## src/rtl/ljd_pkg.sv

```systemverilog
// Package for the least-loaded job dispatcher.
// Holds widths, reset values, register codes and the structs shared between the modules.
`timescale 1ns / 1ps
package ljd_pkg;

  localparam int NPROC   = 8;
  localparam int PROC_W  = $clog2(NPROC);
  localparam int NCNT_W  = $clog2(NPROC + 1);
  localparam int TIME_W  = 16;
  localparam int FIN_W   = 32;
  localparam int ACT_W   = 4;
  localparam int PADDR_W = 3;
  localparam int PDATA_W = 32;

  localparam logic [ACT_W-1:0]  ACTIVE_RST = 4'd2;
  localparam logic              POLICY_RST = 1'b1;
  localparam logic [TIME_W-1:0] CNT_MAX    = '1;
  localparam logic [FIN_W-1:0]  FIN_MAX    = '1;

  typedef enum logic {
    REG_ACTIVE_PROCS = 1'b0,
    REG_POLICY_MODE  = 1'b1
  } reg_idx_e;

  typedef enum logic {
    POLICY_RR = 1'b0,
    POLICY_LL = 1'b1
  } policy_e;

  typedef struct packed {
    logic [ACT_W-1:0] active_procs;
    logic             policy_mode;
  } cfg_t;

  typedef struct packed {
    logic              rd_en;
    logic [PROC_W-1:0] rd_addr;
    logic              wr_en;
    logic [PROC_W-1:0] wr_addr;
    logic [FIN_W-1:0]  wr_data;
    logic              clr;
  } mem_req_t;

  function automatic logic [NCNT_W-1:0] procs_in_use(input logic [ACT_W-1:0] act);
    logic [NCNT_W-1:0] n;
    if (act == '0) begin
      n = NCNT_W'(1);
    end else if (int'(act) > NPROC) begin
      n = NCNT_W'(NPROC);
    end else begin
      n = NCNT_W'(act);
    end
    return n;
  endfunction

endpackage

```

## src/rtl/ljd_cfg.sv

```systemverilog
// APB-style configuration registers of the job dispatcher.
// Depends on ljd_pkg for widths, register codes and the configuration struct.
`timescale 1ns / 1ps
module ljd_cfg import ljd_pkg::*; (
  input  logic               clk_i,
  input  logic               rst_ni,
  input  logic               psel,
  input  logic               penable,
  input  logic               pwrite,
  input  logic [PADDR_W-1:0] paddr,
  input  logic [PDATA_W-1:0] pwdata,
  output logic [PDATA_W-1:0] prdata,
  output logic               pready,
  output cfg_t               cfg_o
);

  logic [ACT_W-1:0] active_q, active_d;
  logic             policy_q, policy_d;
  logic             wr_en;
  reg_idx_e         idx;

  assign pready = 1'b1;
  assign wr_en  = psel & penable & pwrite & pready;
  assign idx    = reg_idx_e'(paddr[2]);

  always_comb begin
    active_d = active_q;
    policy_d = policy_q;
    prdata   = '0;
    unique case (idx)
      REG_ACTIVE_PROCS: begin
        prdata = PDATA_W'(active_q);
        if (wr_en) begin
          active_d = pwdata[ACT_W-1:0];
        end
      end
      REG_POLICY_MODE: begin
        prdata = PDATA_W'(policy_q);
        if (wr_en) begin
          policy_d = pwdata[0];
        end
      end
      default: prdata = '0;
    endcase
  end

  always_ff @(posedge clk_i or negedge rst_ni) begin
    if (!rst_ni) begin
      active_q <= ACTIVE_RST;
      policy_q <= POLICY_RST;
    end else begin
      active_q <= active_d;
      policy_q <= policy_d;
    end
  end

  assign cfg_o.active_procs = active_q;
  assign cfg_o.policy_mode  = policy_q;

endmodule

```

## src/rtl/ljd_fin_mem.sv

```systemverilog
// Finish-time memory: one write port and one registered read port.
// Valid bits make unwritten entries read as zero; depends on ljd_pkg.
`timescale 1ns / 1ps
module ljd_fin_mem import ljd_pkg::*; (
  input  logic             clk_i,
  input  logic             rst_ni,
  input  mem_req_t         req_i,
  output logic [FIN_W-1:0] rd_data_o
);

  logic [FIN_W-1:0] fin_mem_q [NPROC];
  logic [NPROC-1:0] valid_q;
  logic [FIN_W-1:0] ram_q;
  logic             rd_vld_q;

  always_ff @(posedge clk_i) begin
    if (req_i.wr_en) begin
      fin_mem_q[req_i.wr_addr] <= req_i.wr_data;
    end
    if (req_i.rd_en) begin
      ram_q <= fin_mem_q[req_i.rd_addr];
    end
  end

  always_ff @(posedge clk_i or negedge rst_ni) begin
    if (!rst_ni) begin
      valid_q  <= '0;
      rd_vld_q <= 1'b0;
    end else begin
      if (req_i.clr) begin
        valid_q <= '0;
      end else if (req_i.wr_en) begin
        valid_q[req_i.wr_addr] <= 1'b1;
      end
      if (req_i.rd_en) begin
        rd_vld_q <= valid_q[req_i.rd_addr];
      end
    end
  end

  assign rd_data_o = rd_vld_q ? ram_q : '0;

endmodule

```

## src/rtl/ljd_core.sv

```systemverilog
// Dispatch sequencer: picks a finish-time entry (least-loaded scan or
// round-robin), updates it and builds each result. Depends on ljd_pkg, ljd_fin_mem.
`timescale 1ns / 1ps
module ljd_core import ljd_pkg::*; (
  input  logic              clk_i,
  input  logic              rst_ni,
  input  cfg_t              cfg_i,
  input  logic              in_valid_i,
  output logic              in_ready_o,
  input  logic [TIME_W-1:0] arrival_i,
  input  logic [TIME_W-1:0] ptime_i,
  input  logic              last_i,
  output logic              out_valid_o,
  input  logic              out_ready_i,
  output logic [2:0]        out_proc_o,
  output logic [FIN_W-1:0]  out_finish_o,
  output logic              out_last_o,
  output logic [FIN_W-1:0]  out_turn_o
);

  typedef enum logic [4:0] {
    ST_IDLE = 5'b00001,
    ST_SCAN = 5'b00010,
    ST_UPD  = 5'b00100,
    ST_MAX  = 5'b01000,
    ST_OUT  = 5'b10000
  } state_e;

  state_e            state_q, state_d;
  logic [TIME_W-1:0] cnt_q, cnt_d;
  logic [TIME_W-1:0] first_q, first_d;
  logic [PROC_W-1:0] rr_q, rr_d;
  logic              out_valid_q, out_valid_d;

  logic [TIME_W-1:0] arr_q, arr_d;
  logic [TIME_W-1:0] pt_q, pt_d;
  logic              last_q, last_d;
  logic [PROC_W-1:0] pick_q, pick_d;
  logic [PROC_W-1:0] cur_q, cur_d;
  logic [FIN_W-1:0]  min_q, min_d;
  logic [FIN_W-1:0]  max_q, max_d;
  logic [FIN_W-1:0]  newf_q, newf_d;
  logic              from_mem_q, from_mem_d;
  logic [2:0]        out_proc_q, out_proc_d;
  logic [FIN_W-1:0]  out_fin_q, out_fin_d;
  logic              out_last_q, out_last_d;
  logic [FIN_W-1:0]  out_turn_q, out_turn_d;

  mem_req_t          mem_req;
  logic [FIN_W-1:0]  rd_data;
  logic [NCNT_W-1:0] n;
  logic [NCNT_W-1:0] cur_nxt;
  logic [PROC_W-1:0] rr_eff;
  logic [NCNT_W-1:0] rr_inc;
  logic [FIN_W-1:0]  base;
  logic [FIN_W-1:0]  raised;
  logic [FIN_W:0]    fsum;
  logic [FIN_W-1:0]  newf;
  logic [FIN_W-1:0]  mval;
  logic [FIN_W:0]    tsum;
  logic [FIN_W:0]    tdiff;
  logic [FIN_W-1:0]  turn;

  ljd_fin_mem u_fin_mem (
    .clk_i     (clk_i),
    .rst_ni    (rst_ni),
    .req_i     (mem_req),
    .rd_data_o (rd_data)
  );

  assign n       = procs_in_use(cfg_i.active_procs);
  assign cur_nxt = NCNT_W'(cur_q) + NCNT_W'(1);
  assign rr_eff  = (NCNT_W'(rr_q) >= n) ? '0 : rr_q;
  assign rr_inc  = NCNT_W'(rr_eff) + NCNT_W'(1);

  assign base   = from_mem_q ? rd_data : min_q;
  assign raised = (base < FIN_W'(arr_q)) ? FIN_W'(arr_q) : base;
  assign fsum   = {1'b0, raised} + (FIN_W + 1)'(pt_q);
  assign newf   = fsum[FIN_W] ? FIN_MAX : fsum[FIN_W-1:0];
  assign mval   = (cur_q == pick_q) ? newf_q : rd_data;

  assign tsum  = (FIN_W + 1)'(cnt_q) + {1'b0, max_q};
  assign tdiff = tsum - (FIN_W + 1)'(first_q);
  always_comb begin
    if (tsum > (FIN_W + 1)'(first_q)) begin
      turn = tdiff[FIN_W] ? FIN_MAX : tdiff[FIN_W-1:0];
    end else begin
      turn = '0;
    end
  end

  assign in_ready_o = (state_q == ST_IDLE);

  always_comb begin
    state_d     = state_q;
    cnt_d       = cnt_q;
    first_d     = first_q;
    rr_d        = rr_q;
    out_valid_d = out_valid_q;
    arr_d       = arr_q;
    pt_d        = pt_q;
    last_d      = last_q;
    pick_d      = pick_q;
    cur_d       = cur_q;
    min_d       = min_q;
    max_d       = max_q;
    newf_d      = newf_q;
    from_mem_d  = from_mem_q;
    out_proc_d  = out_proc_q;
    out_fin_d   = out_fin_q;
    out_last_d  = out_last_q;
    out_turn_d  = out_turn_q;
    mem_req     = '0;

    if (out_valid_q && out_ready_i) begin
      out_valid_d = 1'b0;
    end

    unique case (state_q)
      ST_IDLE: begin
        if (in_valid_i) begin
          arr_d  = arrival_i;
          pt_d   = ptime_i;
          last_d = last_i;
          if (cnt_q == '0) begin
            first_d = arrival_i;
          end
          if (cnt_q != CNT_MAX) begin
            cnt_d = cnt_q + TIME_W'(1);
          end
          mem_req.rd_en = 1'b1;
          if (policy_e'(cfg_i.policy_mode) == POLICY_LL) begin
            mem_req.rd_addr = '0;
            cur_d           = '0;
            from_mem_d      = 1'b0;
            state_d         = ST_SCAN;
          end else begin
            mem_req.rd_addr = rr_eff;
            pick_d          = rr_eff;
            rr_d            = (rr_inc >= n) ? '0 : PROC_W'(rr_inc);
            from_mem_d      = 1'b1;
            state_d         = ST_UPD;
          end
        end
      end
      ST_SCAN: begin
        if ((cur_q == '0) || (rd_data < min_q)) begin
          min_d  = rd_data;
          pick_d = cur_q;
        end
        if (cur_nxt < n) begin
          mem_req.rd_en   = 1'b1;
          mem_req.rd_addr = PROC_W'(cur_nxt);
          cur_d           = PROC_W'(cur_nxt);
        end else begin
          state_d = ST_UPD;
        end
      end
      ST_UPD: begin
        mem_req.wr_en   = 1'b1;
        mem_req.wr_addr = pick_q;
        mem_req.wr_data = newf;
        newf_d          = newf;
        if (last_q) begin
          mem_req.rd_en   = 1'b1;
          mem_req.rd_addr = '0;
          cur_d           = '0;
          max_d           = '0;
          state_d         = ST_MAX;
        end else begin
          state_d = ST_OUT;
        end
      end
      ST_MAX: begin
        if (mval > max_q) begin
          max_d = mval;
        end
        if (cur_nxt < n) begin
          mem_req.rd_en   = 1'b1;
          mem_req.rd_addr = PROC_W'(cur_nxt);
          cur_d           = PROC_W'(cur_nxt);
        end else begin
          state_d = ST_OUT;
        end
      end
      ST_OUT: begin
        if (!out_valid_q || out_ready_i) begin
          out_valid_d = 1'b1;
          out_proc_d  = 3'(pick_q);
          out_fin_d   = newf_q;
          out_last_d  = last_q;
          out_turn_d  = last_q ? turn : '0;
          if (last_q) begin
            cnt_d       = '0;
            first_d     = '0;
            rr_d        = '0;
            mem_req.clr = 1'b1;
          end
          state_d = ST_IDLE;
        end
      end
      default: state_d = ST_IDLE;
    endcase
  end

  always_ff @(posedge clk_i or negedge rst_ni) begin
    if (!rst_ni) begin
      state_q     <= ST_IDLE;
      cnt_q       <= '0;
      first_q     <= '0;
      rr_q        <= '0;
      out_valid_q <= 1'b0;
    end else begin
      state_q     <= state_d;
      cnt_q       <= cnt_d;
      first_q     <= first_d;
      rr_q        <= rr_d;
      out_valid_q <= out_valid_d;
    end
  end

  always_ff @(posedge clk_i) begin
    arr_q      <= arr_d;
    pt_q       <= pt_d;
    last_q     <= last_d;
    pick_q     <= pick_d;
    cur_q      <= cur_d;
    min_q      <= min_d;
    max_q      <= max_d;
    newf_q     <= newf_d;
    from_mem_q <= from_mem_d;
    out_proc_q <= out_proc_d;
    out_fin_q  <= out_fin_d;
    out_last_q <= out_last_d;
    out_turn_q <= out_turn_d;
  end

  assign out_valid_o  = out_valid_q;
  assign out_proc_o   = out_proc_q;
  assign out_finish_o = out_fin_q;
  assign out_last_o   = out_last_q;
  assign out_turn_o   = out_turn_q;

endmodule

```

## src/rtl/least_loaded_job_dispatcher_top.sv

```systemverilog
// Top level of the least-loaded job dispatcher.
// Depends on ljd_pkg, ljd_cfg and ljd_core (which holds ljd_fin_mem).
//
//   Channel   Direction  Handshake                  Payload
//   s_axis    in         s_axis_tvalid/tready       tdata, tlast (job request)
//   m_axis    out        m_axis_tvalid/tready       tdata, tlast (dispatch result)
//   apb       in         psel/penable/pready        paddr, pwdata, prdata
//
// The finish-time memory has a single read port, which the minimum scan (least-loaded
// mode) and the final maximum scan of a list walk one entry per cycle over the processors
// in use. Jobs are taken only in the idle state, so one job is handled at a time.
// Reset clears the finish times at once through the memory valid bits; the end of a list
// does the same. A stalled output holds its result; the next result waits, and no new
// job is taken meanwhile.
`timescale 1ns / 1ps
module least_loaded_job_dispatcher_top import ljd_pkg::*; (
  input  logic               clk_i,
  input  logic               rst_ni,
  input  logic               s_axis_tvalid,
  output logic               s_axis_tready,
  input  logic [31:0]        s_axis_tdata,  // arrival_time[15:0], proc_time[31:16]
  input  logic               s_axis_tlast,  // last_job
  output logic               m_axis_tvalid,
  input  logic               m_axis_tready,
  output logic [71:0]        m_axis_tdata,  // assigned_proc, new_finish, total_turnaround
  output logic               m_axis_tlast,  // list_done
  input  logic               psel,
  input  logic               penable,
  input  logic               pwrite,
  input  logic [PADDR_W-1:0] paddr,
  input  logic [PDATA_W-1:0] pwdata,
  output logic [PDATA_W-1:0] prdata,
  output logic               pready
);

  cfg_t             cfg;
  logic [2:0]       out_proc;
  logic [FIN_W-1:0] out_finish;
  logic [FIN_W-1:0] out_turn;

  ljd_cfg u_cfg (
    .clk_i   (clk_i),
    .rst_ni  (rst_ni),
    .psel    (psel),
    .penable (penable),
    .pwrite  (pwrite),
    .paddr   (paddr),
    .pwdata  (pwdata),
    .prdata  (prdata),
    .pready  (pready),
    .cfg_o   (cfg)
  );

  ljd_core u_core (
    .clk_i        (clk_i),
    .rst_ni       (rst_ni),
    .cfg_i        (cfg),
    .in_valid_i   (s_axis_tvalid),
    .in_ready_o   (s_axis_tready),
    .arrival_i    (s_axis_tdata[15:0]),
    .ptime_i      (s_axis_tdata[31:16]),
    .last_i       (s_axis_tlast),
    .out_valid_o  (m_axis_tvalid),
    .out_ready_i  (m_axis_tready),
    .out_proc_o   (out_proc),
    .out_finish_o (out_finish),
    .out_last_o   (m_axis_tlast),
    .out_turn_o   (out_turn)
  );

  assign m_axis_tdata = {5'b0, out_turn, out_finish, out_proc};

endmodule

```

## config.mk

```make
export PLATFORM = sky130hd
export DESIGN_NAME = least_loaded_job_dispatcher_top
export DESIGN_NICKNAME = d
export VERILOG_FILES = /design/src/rtl/ljd_pkg.sv /design/src/rtl/ljd_cfg.sv /design/src/rtl/ljd_fin_mem.sv /design/src/rtl/ljd_core.sv /design/src/rtl/least_loaded_job_dispatcher_top.sv
export SDC_FILE = /design/constraint.sdc
export NUM_CORES = 1
export LEC_CHECK = 0
export BUFFER_PORTS_ARGS = -buffer_cell sky130_fd_sc_hd__buf_2
export CAP_MARGIN = 40
export CORE_MARGIN = 2
export CORE_UTILIZATION = 35
export DETAILED_ROUTE_END_ITERATION = 10
export GPL_ROUTABILITY_DRIVEN = 0
export SYNTH_ARGS = -nofsm -noshare
export SYNTH_HDL_FRONTEND = slang
export SYNTH_HIERARCHICAL = 1
export SYNTH_SLANG_ARGS = --single-unit
```

## constraint.sdc

```tcl
create_clock -name clk_i -period 11.26 [get_ports clk_i]
set_input_delay 1.689 -clock clk_i [delete_from_list [all_inputs] [get_ports clk_i]]
set_output_delay 1.689 -clock clk_i [all_outputs]
set_load 0.05 [all_outputs]
```

After elaboration in Yosys (flattened, before gate mapping)
Memories as Yosys holds them, arrays and structs flattened. A register that Yosys moved wholly into a read port is not among the register bits.
Index checks and enable logic that the tools add are counted.
{"block": "word_totals", "memories": 1, "register_bits": 259, "in_bits": 75, "out_inout_bits": 108, "ram_bits": 256, "wordCells": 154}
{"block": "op_classes", "magnitude_cmp": 11, "mux": 63, "n_reduce_logical": 27, "bitwise_logic": 4, "eq_ne": 20, "n_addsub": 6}
{"memory": "u_core.u_fin_mem.fin_mem_q", "depth": 8, "word_bits": 32, "read_ports": 1, "rd_ports_with_merged_regs": 1, "wr": 1, "line": "ljd_fin_mem.sv:11", "text": "logic [FIN_W-1:0] fin_mem_q [NPROC];"}
{"op": "two-way mux 32 bit", "n": 8}
{"op": "one-hot mux 32 bit (2 select lines)", "n": 2}
{"op": "two-way mux 16 bit", "n": 6}
{"op": "one-hot mux 16 bit (2 select lines)", "n": 2}
{"op": "two-way mux 3 bit", "n": 14}
{"op": "two-way mux 36 bit", "n": 1}
{"op": "adder 16 x 32 -> 33 bit", "n": 1}
{"op": "adder 32 x 16 -> 33 bit", "n": 1}
{"op": "greater-than comparator 33 x 16 -> 1 bit", "n": 1}
{"op": "subtractor 33 x 16 -> 33 bit", "n": 1}
{"op": "greater-than comparator 32 bit", "n": 1}
{"op": "less-than comparator 32 x 16 -> 1 bit", "n": 1}
{"op": "less-than comparator 32 bit", "n": 1}
{"op": "two-way mux 5 bit", "n": 5}
{"op": "one-hot mux 5 bit (5 select lines)", "n": 1}
{"op": "two-way mux 4 bit", "n": 5}
{"op": "AND reduction 5 bit", "n": 4}
{"op": "inequality test 2 x 1 -> 1 bit, second input constant", "n": 9}
{"op": "adder 16 x 1 -> 16 bit, second input constant", "n": 1}
{"op": "logical NOT 16 bit", "n": 1}
{"op": "two-way mux 8 bit", "n": 2}
{"op": "inequality test 16 bit, second input constant", "n": 1}
{"op": "one-hot mux 3 bit (2 select lines)", "n": 2}
{"op": "one-hot mux 4 bit (3 select lines)", "n": 1}
{"op": "32 further kinds", "n": 59}

Longest topological paths before layout
Gate-level depths: netlist (run 1).
{"block": "depth", "ltp_word": 14, "mapped_depth": 30, "mapped_depth_nobuf": 27}

Cells and area by module
The synthesis (run 1) kept the hierarchy.
{"module": "ljd_core", "area_each_um2": 15556.2, "cells_per_inst": 1531, "seq_area_each_um2": 7153.1, "n_inst": 1}
{"module": "ljd_fin_mem", "area_each_um2": 11337.1, "cells_per_inst": 477, "seq_area_each_um2": 8873.5, "n_inst": 1}
{"module": "ljd_cfg", "area_each_um2": 484.2, "cells_per_inst": 48, "seq_area_each_um2": 127.6, "n_inst": 1}
{"module": "least_loaded_job_dispatcher_top", "area_each_um2": 41.3, "cells_per_inst": 6, "seq_area_each_um2": 0.0, "n_inst": 1}

Least setup slack after synthesis (run 1)
Ideal clock, no wire load.
{"block": "synth_path", "kind": "reg2reg", "start": "register u_core.from_mem_q", "end": "memory u_core.u_fin_mem.fin_mem_q[0][29], data pin", "setup_slack_ns": 4.807, "path_stages_with_launch": 30, "required_time_ns": 10.996, "n_path_buf": 4, "arrival_time_ns": 6.188, "setup_time_ns": 0.264, "synth_period_minus_slack_ns": 6.453, "cell_sequence": "edfxtp_1 -> buf_1 -> clkbuf_1 -> clkbuf_1 -> o21ai_0 -> ha_1 -> a21boi_0 -> o21a_1 -> o21a_1 -> o21a_1 -> o21a_1 -> o21ai_0 -> a21oi_1 -> a21oi_1 -> clkbuf_1 -> mux2i_1 -> ha_1 -> inv_1 -> fa_1 -> nor2b_1 -> o21ai_0 -> a21oi_1 -> o21a_1 -> o21a_1 -> o2111a_1 -> o211ai_1 -> a21oi_1 -> nand3_1 -> and4_1 -> nor3_1"}
{"item": "start: declaration", "line": "ljd_core.sv:43", "text": "logic from_mem_q, from_mem_d;"}
{"item": "start signal: assignment", "line": "ljd_core.sv:231", "text": "from_mem_q <= from_mem_d;"}
{"item": "end: declaration", "line": "ljd_fin_mem.sv:11"}

==> metrics.cfg, run 1 <==
[routing]
via_per_inst = 5.08
wl_per_cell_um = 19.6
dr.pass1.iters = 6
drt_wl_total_um = 64500
vias = 16800
drc_errors = 0
drtAntennaViolNets = 0
first_iter_violations = 1184

[yosys]
synth-seq-cells = 547
yosysWarnings = 6
syn_area_mm2 = 0.0274
avgSynthCellArea_um2 = 13.3
synth_async_sr_flop_share = 0.101
yosysUniqueCellTypes = 87
synthCells = 2062
synth-main-ff-cell = edfxtp_1
synth-edff-count = 492
yosysSeqAreaShare = 0.589

[sta]
finalSetupTns_ns = 0
period_share = 0.654
drv_slew = 0
max_slew_margin = 0.400
worstMarginPinSlew_ns = 0.890
setup_violations = 0
clock_skew_ns = 0.0218
rsz0062_at_grt = no
hold_viol_final = 0
fmax_ghz = 0.136
min_period_ns = 7.37

[global_routing]
gr-total-overflow = 0
grt_use_total = 0.159
grt_pass1_vias = 17100
grt_max_degree = 58
antenna_found_initial = 0
grt_first_pass_wirelength_um = 100000

[setup_path]
crit_required_ns = 11.60
crit_fanout = 57
reg2reg_slack_ns = 3.89
path_class = reg2reg
reg2reg_depth = 23
arrival_ns = 7.70
cp-start-kind = register
reg2reg_to = u_core/u_fin_mem/fin_mem_q[4][9]
regToRegStartpoint = u_core/from_mem_q
end_kind = register

[placement]
portBuffers = 118
dp_hpwl_um = 44700

[clock_network]
cts_root_buf = clkbuf_16
path_clk_slew_ns = 0.06
clockBufferDepth = 3
cts_buffers = 60
post_cts_buffers = 0
cts.sinks = 547
ctsHoldBuffers = 0
post_cts_resized = 0
h-tree-depth = 2
clk_latency_ns = 0.64
cts_tree = built

[power]
power_density_mw_per_mm2 = 243
leakagePower_nw = 11.9
vdd_drop_max_mv = 0.131
finalPower_mw = 7.60

[final_layout]
syn_to_final_growth_pct = 14.0
layout_common_cells = edfxtp_1 (492), nand2_1 (152), ha_1 (141)
final_common_cell = edfxtp_1
diodes = 0
finalNetCount = 2429
drive_gt1_frac = 0.185

[floorplanning]
num_rows = 102
die_y_um = 284
fp.dieArea_mm2 = 0.0806
die_w_um = 284
io_pins = 183
initial_utilization = 0.354
design.core.area_mm2 = 0.0775

[worst_hold_path]
holdPathStages = 2
whs_endpoint = u_core/first_q[9]
hp-start = u_core/first_q[9]
min_path_type = reg2reg

[job]
maxCapViolCount = 0

[run_status]
outcome = finished, final reports clean

flip-flops by register name (all words and copies together) (netlist names), 5 cells and up:
signal                      count
u_core/first_q                 16
u_core/pt_q                    16
u_core/newf_q                  32
u_core/u_fin_mem/fin_mem_q    256
u_core/out_finish_o            32
u_core/arr_q                   16
u_core/u_fin_mem/ram_q         32
u_core/u_fin_mem/valid_q        8
u_core/out_turn_o              32
u_core/max_q                   32
u_core/cnt_q                   16
u_core/state_q                  5
u_core/min_q                   32
final cells by class:
class / instances / area (um^2)
repair buffers: 152 / 883
clock inverters: 39 / 390
flip-flops and latches: 547 / 16200
well taps: 1040 / 1300
fillers: 7175 / 46200
inverters: 129 / 484
clock buffers: 72 / 1630
multi-input cells: 1320 / 10400
routing by layer:
| layer | GRT usage | wire [um] |
|---|---|---|
| met5 | 0 | 0 |
| met1 | 0.210 | 28600 |
| met2 | 0.273 | 31300 |
| met4 | 0.0471 | 1690 |
| met3 | 0.0224 | 2910 |
worst max path at each step:
stage	to	depth (start not counted)	start
floorplan	u_core/u_fin_mem/fin_mem_q[0][29]	29	u_core/from_mem_q
global placement	u_core/u_fin_mem/fin_mem_q[0][25]	21	u_core/from_mem_q
detailed placement	u_core/u_fin_mem/fin_mem_q[0][25]	21	u_core/from_mem_q
CTS	u_core/u_fin_mem/fin_mem_q[7][25]	21	u_core/from_mem_q
global route	u_core/u_fin_mem/fin_mem_q[4][9]	23	u_core/from_mem_q
finish	u_core/u_fin_mem/fin_mem_q[4][9]	23	u_core/from_mem_q
cells in the mapped netlist, types with 5 or more instances:
cell type | number | area share
mux4_1 | 10 | 0.0096
nor2b_1 | 26 | 0.0059
xnor2_1 | 55 | 0.018
or3_1 | 8 | 0.0018
o21a_1 | 12 | 0.0033
nand2_1 | 152 | 0.021
inv_1 | 129 | 0.018
nor3_1 | 20 | 0.0037
o22ai_1 | 5 | 0.0011
and2_1 | 81 | 0.018
buf_2 | 9 | 0.0016
a21o_1 | 40 | 0.011
xor2_1 | 37 | 0.012
ha_1 | 141 | 0.064
or2_2 | 9 | 0.0021
o31ai_1 | 5 | 0.0014
nor2_1 | 105 | 0.014
mux2_4 | 16 | 0.0088
buf_1 | 11 | 0.0015
nand3b_1 | 6 | 0.0016
mux2i_1 | 22 | 0.0080
mux4_2 | 55 | 0.045
o21ai_0 | 92 | 0.017
nand2b_1 | 20 | 0.0046
nand4_1 | 35 | 0.0080
clkbuf_1 | 33 | 0.0045
buf_4 | 36 | 0.0099
a21oi_1 | 139 | 0.025
a211oi_1 | 5 | 0.0014
mux2_2 | 54 | 0.022
and3_1 | 13 | 0.0030
dfrtp_1 | 52 | 0.047
nor4_1 | 6 | 0.0014
edfxtp_1 | 492 | 0.54
nand3_1 | 24 | 0.0044
a21boi_0 | 6 | 0.0016
o211ai_1 | 7 | 0.0019
a31oi_1 | 5 | 0.0011
logic make-up after synthesis:
group                      share of synthesized area
xor gates and xnor gates                      0.0294
adders and majority gates                     0.0665
buffers and inverters                         0.0393
and+or+nand+nor                               0.0993
AOI/OAI and AO/OA                             0.0821
other                                       0.000411
DFF                                            0.589
muxes                                         0.0937
critical path, cell delays in order (launching register included):
cell and delay (ns):
edfxtp_1 0.32, buf_4 0.48, mux2i_1 0.40, nand2_1 0.12
or4_1 0.54, nor4_1 0.52, o2111ai_1 0.28, a21oi_2 0.49
buf_4 0.34, nor2_1 0.08, a21oi_1 0.19, ha_1 0.34
a21o_1 0.20, a21oi_1 0.14, nor2b_1 0.05, o21ai_0 0.32
nor2b_1 0.24, o21ai_0 0.16, o211ai_1 0.29, a21oi_1 0.29
nand3_2 0.16, buf_4 0.47, o21ai_0 0.25, and2_1 0.31
through the flow:
| step | setup slack [ns] | cells | area (um^2) | utilization | hold WS, ns |
|---|---|---|---|---|---|
| 4_1_cts | 3.77 | 3298 | 31200 | 0.403 | 0.476 |
| 5_1_grt | 3.26 | 3299 | 31300 | 0.403 | 0.480 |
| 2_1_floorplan | 4.81 | 2093 | 27500 | - | 0.422 |
| 3_5_place_dp | 3.80 | 3187 | 29200 | 0.377 | 0.470 |
| 6_report | 3.89 | 3299 | 31300 | 0.403 | 0.481 |
| 3_3_place_gp | 4.00 | 3183 | 29200 | 0.376 | 0.463 |
power by group:
group          total, mW  switching [mW]  internal, mW
Combinational       2.79            1.67          1.12
Clock               2.00           0.816          1.19
Sequential          2.80           0.157          2.65
Total               7.60            2.65          4.95
Note: power is estimated with default switching activity, not from simulation.
==> run 2, diff against run 1 <==
--- a/config.mk
+++ b/config.mk
@@ -5,6 +5,7 @@
 export SDC_FILE = /design/constraint.sdc
 export NUM_CORES = 1
 export LEC_CHECK = 0
+export ABC_AREA = 1
 export BUFFER_PORTS_ARGS = -buffer_cell sky130_fd_sc_hd__buf_2
 export CAP_MARGIN = 40
 export CORE_MARGIN = 2
==> constraint.sdc (replaced) <==
create_clock -name clk_i -period 7.44 [get_ports clk_i]
set_input_delay 1.116 -clock clk_i [delete_from_list [all_inputs] [get_ports clk_i]]
set_output_delay 1.116 -clock clk_i [all_outputs]
set_load 0.05 [all_outputs]
==> run 2 against run 1 <==
Wire length up 13%. Cell count rose by 34%. Synthesized cell count rose by 54%. Non-clock buffer count up 5. Critical endpoint is now u_core/u_fin_mem/fin_mem_q[3][26]. Largest cell class unchanged.
==> metrics.cfg, run 2 <==
[sta]
hold_viol_final = 0  ; unchanged
fmax_ghz = 0.167  ; +23%
drv_slew = 0  ; unchanged
timing.hold.ws_ns = 0.439  ; -0.0417 ns
period_share = 0.804  ; +0.149
worstMarginPinSlew_ns = 0.876  ; -0.0145 ns
clock_skew_ns = 0.0371  ; +0.0154 ns
max_slew_margin = 0.411  ; +0.0105
finalSetupTns_ns = 0  ; unchanged
rsz0062_at_grt = no
min_period_ns = 5.98  ; -1.39 ns
fin_ws_ns = 1.46  ; -2.43 ns
setup_violations = 0  ; unchanged

[setup_path]
crit_required_ns = 7.88  ; -3.72 ns
end_kind = register
arrival_ns = 6.42  ; -1.28 ns
path_class = reg2reg
crit_fanout = 64  ; +12%
cp-start-kind = register

[run_status]
outcome = finished, final reports clean

[routing]
vias = 21400  ; +28%
drc_errors = 0  ; unchanged
wl_per_cell_um = 16.5  ; -15%
via_per_inst = 4.83  ; -4.8%
dr.pass1.iters = 5  ; -1
drt_wl_total_um = 73200  ; +13%
first_iter_violations = 1286  ; +8.6%
drtAntennaViolNets = 0  ; unchanged

[clock_network]
cts_root_buf = clkbuf_16
cts.sinks = 547  ; unchanged
path_clk_slew_ns = 0.06  ; about the same
cts_tree = built
ctsHoldBuffers = 0  ; unchanged
h-tree-depth = 2  ; unchanged
cts_buffers = 60  ; unchanged
post_cts_resized = 0  ; unchanged
clockBufferDepth = 3  ; unchanged
post_cts_buffers = 0  ; unchanged
clk_latency_ns = 0.65  ; about the same

[floorplanning]
num_rows = 106  ; +3.9%
design.core.area_mm2 = 0.0834  ; +7.7%
initial_utilization = 0.352  ; -0.00147
die_w_um = 294  ; +3.5%
io_pins = 183  ; unchanged
die_y_um = 294  ; +3.5%
fp.dieArea_mm2 = 0.0863  ; +7.1%

[global_routing]
grt_first_pass_wirelength_um = 113000  ; +13%
grt_max_degree = 80  ; +38%
grt_pass1_vias = 20400  ; +20%
gr-total-overflow = 0  ; unchanged
antenna_found_initial = 1  ; +1
grt_use_total = 0.168  ; +0.00842

[placement]
dp_cells = 4311  ; +35%
portBuffers = 118  ; unchanged
dp_hpwl_um = 51900  ; +16%
dp_slack_ns = 1.56  ; -2.24 ns
placed_area_mm2 = 0.0311  ; +6.4%

[final_layout]
fin_cells = 4422  ; +34%
largest_reg_flops = 256  ; unchanged
regMostFlops = u_core/u_fin_mem/fin_mem_q
fin_area_mm2 = 0.0330  ; +5.5%
finalNetCount = 3512  ; +45%
layout_common_cells = nand2_1 (682), edfxtp_1 (492), inv_1 (457)
fillers = 8164  ; +14%
final_common_cell = nand2_1
register_area_mm2 = 0.0162  ; unchanged
fin_util = 0.395  ; -0.00815
diodes = 0  ; unchanged
drive_gt1_frac = 0.102  ; -0.0827
multi_input_area_mm2 = 0.0109  ; +4.4%
syn_to_final_growth_pct = 12.1

[power]
power_density_mw_per_mm2 = 401  ; +65%
leakagePower_nw = 14.3  ; +21%
finalPower_mw = 13.2  ; +74%
vdd_drop_max_mv = 0.235  ; +79%

[yosys]
yosysWarnings = 6  ; unchanged
yosysUniqueCellTypes = 61  ; -30%
synth_top_area_frac = 0.502  ; -0.0364
synth-edff-count = 492  ; unchanged
yosysSeqAreaShare = 0.549  ; -0.0398
avgSynthCellArea_um2 = 9.27  ; -30%
synth_async_sr_flop_share = 0.101  ; unchanged
synth_top_cell_by_area = edfxtp_1
yosysMostFrequentCell = nand2_1
syn_area_mm2 = 0.0294  ; +7.2%
yosys-top-cells-area = edfxtp_1 (50%), nand2_1 (8.7%), ha_1 (6.0%)
ys_top_cells_by_count = nand2_1 (682), edfxtp_1 (492), inv_1 (458)
synth-main-ff-cell = edfxtp_1
synthCells = 3173  ; +54%
synth-seq-cells = 547  ; unchanged

[worst_hold_path]
min_path_type = reg2reg

[job]
maxCapViolCount = 0  ; unchanged

==> run 2: cell types whose count changed after synthesis, moves of 79 or more <==
| cell | change |
|---|---|
| and2_1 | -79 |
| inv_1 | +329 |
| nand2_1 | +530 |
| nand3_1 | +124 |
| nor2_1 | +224 |
| o21ai_0 | +134 |
| o21ai_1 | +81 |
==> run 2: worst max-delay path, stage by stage, from the launching register on <==
cell and delay, ns:
edfxtp_1 0.36, buf_4 0.29, o21ai_0 0.68, nand4_1 0.21, nor4_1 0.44, buf_4 0.21
o211ai_1 0.35, o21ai_0 0.36, ha_1 0.23, inv_1 0.06, fa_1 0.40, o21ai_1 0.23
a21oi_1 0.15, o21ai_2 0.23, nand2_1 0.10, nand2_2 0.15, nand2_1 0.10, nor2_1 0.23
nand2_1 0.15, nor2_1 0.11, buf_4 0.18, a21oi_1 0.05, o21ai_1 0.09, nand2_1 0.11
inv_1 0.24
==> run 2: worst paths after layout <==
path	depth (start not counted)	to	start	slack (ns)
worst max-delay path	24	u_core/u_fin_mem/fin_mem_q[3][26]	u_core/from_mem_q	1.46
worst min-delay path	0	u_core/out_finish_o[10]	u_core/newf_q[10]	0.44
worst max register to register	24	u_core/u_fin_mem/fin_mem_q[3][26]	u_core/from_mem_q	1.46
worst min register to register	0	u_core/out_finish_o[10]	u_core/newf_q[10]	0.44
max in group asynchronous	2	u_core/first_q[14]	rst_ni	6.27
min in group asynchronous	2	u_cfg/active_q[0]	rst_ni	0.64
==> run 2: cell type report <==
type                       count  area share
inverter                     471      0.0537
clock buffer                  73      0.0483
tap                         1080      0.0410
multi-input combinational   2056       0.330
sequential                   547       0.490
clock inverter                38     0.00892
timing repair buffer         157      0.0286
==> run 2: metal layers <==
layer | up-vias | track usage | routed length (um) | part of all wire
met3 | 116 | 0.0211 | 3250 | 0.044
li1 | 10700 | - | - | -
met5 | - | 0 | 0 | 0
met4 | 0 | 0.0498 | 1900 | 0.026
met1 | 10000 | 0.215 | 32200 | 0.44
met2 | 487 | 0.295 | 35800 | 0.49
==> run 2: cell families after synthesis <==
kind of cell    after synthesis  synth area share
flops                       547             0.549
buf+inv                     601            0.0882
xor+xnor                     59            0.0176
fa+ha+maj                   144            0.0620
simple gates               1311             0.189
compound gates              507            0.0930
other cells                   3          0.000383
mux                           1          0.000340
==> run 2: where the power goes <==
group	internal [mW]	switching (mW)
Clock	1.63	1.24
Sequential	4.10	0.283
Combinational	2.00	3.96
Total	7.73	5.49
==> run 3, diff against run 2 <==
--- a/config.mk
+++ b/config.mk
@@ -5,7 +5,7 @@
 export SDC_FILE = /design/constraint.sdc
 export NUM_CORES = 1
 export LEC_CHECK = 0
-export ABC_AREA = 1
+export ABC_AREA = 0
 export BUFFER_PORTS_ARGS = -buffer_cell sky130_fd_sc_hd__buf_2
 export CAP_MARGIN = 40
 export CORE_MARGIN = 2
==> constraint.sdc (replaced) <==
create_clock -name clk_i -period 5.3 [get_ports clk_i]
set_input_delay 0.795 -clock clk_i [delete_from_list [all_inputs] [get_ports clk_i]]
set_output_delay 0.795 -clock clk_i [all_outputs]
set_load 0.05 [all_outputs]
==> run 3 against run 2 <==
The run now ends with negative setup slack left. Non-clock buffer count is 192 higher. Power grew 32%. First-iteration DRC count fell by 3.6%. Combinational power grew 21%. Sequential power increased by 37%. Cell area rose by 1.3%. Via count decreased by 18%. Largest cell class unchanged. Largest power group unchanged.
==> metrics.cfg, run 3 (synthesis results as in run 1) <==
[sta]
fin_ws_ns = -0.213  ; -1.67 ns
rsz0062_at_grt = yes
drv_slew = 0  ; unchanged
period_share = 1.04  ; +0.236
max_slew_margin = 0.303  ; -0.108
fmax_ghz = 0.181  ; +8.5%
clock_skew_ns = 0.0245  ; -0.0126 ns
hold_viol_final = 0  ; unchanged
worstMarginPinSlew_ns = 1.02  ; +0.144 ns
setup_violations = 269  ; +269
min_period_ns = 5.51  ; -0.468 ns

[final_layout]
layout_common_cells = edfxtp_1 (492), buf_4 (201), nand2_1 (150)
regMostFlops = u_core/u_fin_mem/fin_mem_q
fillers = 7021  ; -14%
diodes = 0  ; unchanged
register_area_mm2 = 0.0162  ; about the same
finalNetCount = 2626  ; -25%
multi_input_area_mm2 = 0.0110  ; +0.79%
syn_to_final_growth_pct = 21.8
final_common_cell = edfxtp_1
fin_util = 0.431  ; +0.0360
drive_gt1_frac = 0.281  ; +0.178
largest_reg_flops = 256  ; unchanged

[setup_path]
arrival_ns = 5.89  ; -0.53 ns
cp-start-kind = register
critical-path-max-stage-delay_ns = 0.50  ; -0.18 ns
slowest_stage = or4_1
end_kind = register
path_class = reg2reg
crit_required_ns = 5.68  ; -2.20 ns
crit_fanout = 8  ; -88%
crit_top_cell = buf_6

[run_status]
outcome = finished, violations left
violations = negative setup slack

[clock_network]
cts.sinks = 547  ; unchanged
cts_buffers = 60  ; unchanged
clk_latency_ns = 0.63  ; -0.02 ns
cts_root_buf = clkbuf_16
path_clk_slew_ns = 0.06  ; about the same
ctsHoldBuffers = 0  ; unchanged
clockBufferDepth = 3  ; unchanged
h-tree-depth = 2  ; unchanged
cts_tree = built

[worst_hold_path]
min_path_type = in2async

[routing]
drc_errors = 0  ; unchanged
drtAntennaViolNets = 0  ; unchanged
via_per_inst = 5.03  ; +4.1%
first_iter_violations = 1240  ; -3.6%
dr.pass1.iters = 6  ; +1
wl_per_cell_um = 19.4  ; +17%
drt_wl_total_um = 67800  ; -7.3%
vias = 17600  ; -18%

[global_routing]
grt_first_pass_wirelength_um = 104000  ; -7.9%
grt_use_total = 0.166  ; -0.00189
grt_max_degree = 56  ; -30%
gr-total-overflow = 0  ; unchanged
grt_pass1_vias = 17900  ; -12%
antenna_found_initial = 0  ; -1

[placement]
portBuffers = 118  ; unchanged
dp_hpwl_um = 47400  ; -8.5%

[floorplanning]
num_rows = 102  ; -3.8%
design.core.area_mm2 = 0.0775  ; -7.1%
io_pins = 183  ; unchanged
die_y_um = 284  ; -3.4%
initial_utilization = 0.354  ; +0.00147
fp.dieArea_mm2 = 0.0806  ; -6.7%
die_w_um = 284  ; -3.4%

[job]
maxCapViolCount = 0  ; unchanged

[power]
leakagePower_nw = 13.0  ; -9.6%
power_density_mw_per_mm2 = 522  ; +30%
vdd_drop_max_mv = 0.292  ; +25%
finalPower_mw = 17.4  ; +32%

run 3: metrics by stage:
step | setup slack, ns | hold WS, ns | cells | setup TNS, ns | area, um^2
after detailed placement | -0.554 | 0.470 | 3353 | -103.93 | 30800
final | -0.213 | 0.329 | 3498 | -39.99 | 33400
after global placement | -0.456 | 0.462 | 3352 | -81.76 | 30700
after global routing | -0.496 | 0.310 | 3498 | -121.89 | 33400
after floorplan | -0.106 | 0.422 | 2093 | -3.33 | 27800
after CTS | -0.334 | 0.293 | 3486 | -71.03 | 33100
run 3: final cells by class:
cell class | instances | share of cell area
sequential | 547 | 0.484
tap | 1040 | 0.0390
multi-input combinational | 1320 | 0.328
timing repair buffer | 349 | 0.0754
inverter | 129 | 0.0145
clock buffer | 76 | 0.0482
clock inverter | 37 | 0.0114
run 3: layer usage:
layer | vias up | share of wire | GRT usage | wire length [um]
met5 | - | 0 | 0 | 0
met1 | 8725 | 0.45 | 0.222 | 30600
met3 | 108 | 0.043 | 0.0233 | 2920
met4 | 0 | 0.028 | 0.0492 | 1900
met2 | 456 | 0.48 | 0.280 | 32400
li1 | 8309 | - | - | -
run 3: final timing paths:
| kind | slack, ns | cells after the start | to | start |
|---|---|---|---|---|
| max in group asynchronous | 4.42 | 2 | u_core/u_fin_mem/rd_vld_q | rst_ni |
| min | 0.33 | 2 | u_core/u_fin_mem/valid_q[0] | rst_ni |
| max reg2reg | -0.21 | 29 | u_core/u_fin_mem/fin_mem_q[7][22] | u_core/from_mem_q |
| min in group clk_i | 0.34 | 1 | u_core/last_q | s_axis_tlast |
| min reg2reg | 0.48 | 2 | u_core/first_q[8] | u_core/first_q[8] |
| max | -0.21 | 29 | u_core/u_fin_mem/fin_mem_q[7][22] | u_core/from_mem_q |
run 3: repair_timing:
item,in CTS,in global routing
cloned,0,1
endpoints found under the setup margin,288,313
pin swaps,22,21
resized for setup,51,55
buffers inserted,20,10
run 3: critical path: cells and delay by family (launching register included):
family / cells / cell delay, ns
fa+ha+maj: 2 / 0.56
compound gates: 11 / 1.58
buf+inv: 9 / 1.23
xor+xnor: 1 / 0.18
simple gates: 5 / 1.05
mux: 1 / 0.23
flops: 1 / 0.41
run 3: where the power goes:
| group | internal (mW) | total [mW] | switching, mW |
|---|---|---|---|
| registers | 5.63 | 6.00 | 0.373 |
| logic | 3.30 | 7.23 | 3.92 |
| clock network | 2.45 | 4.21 | 1.76 |
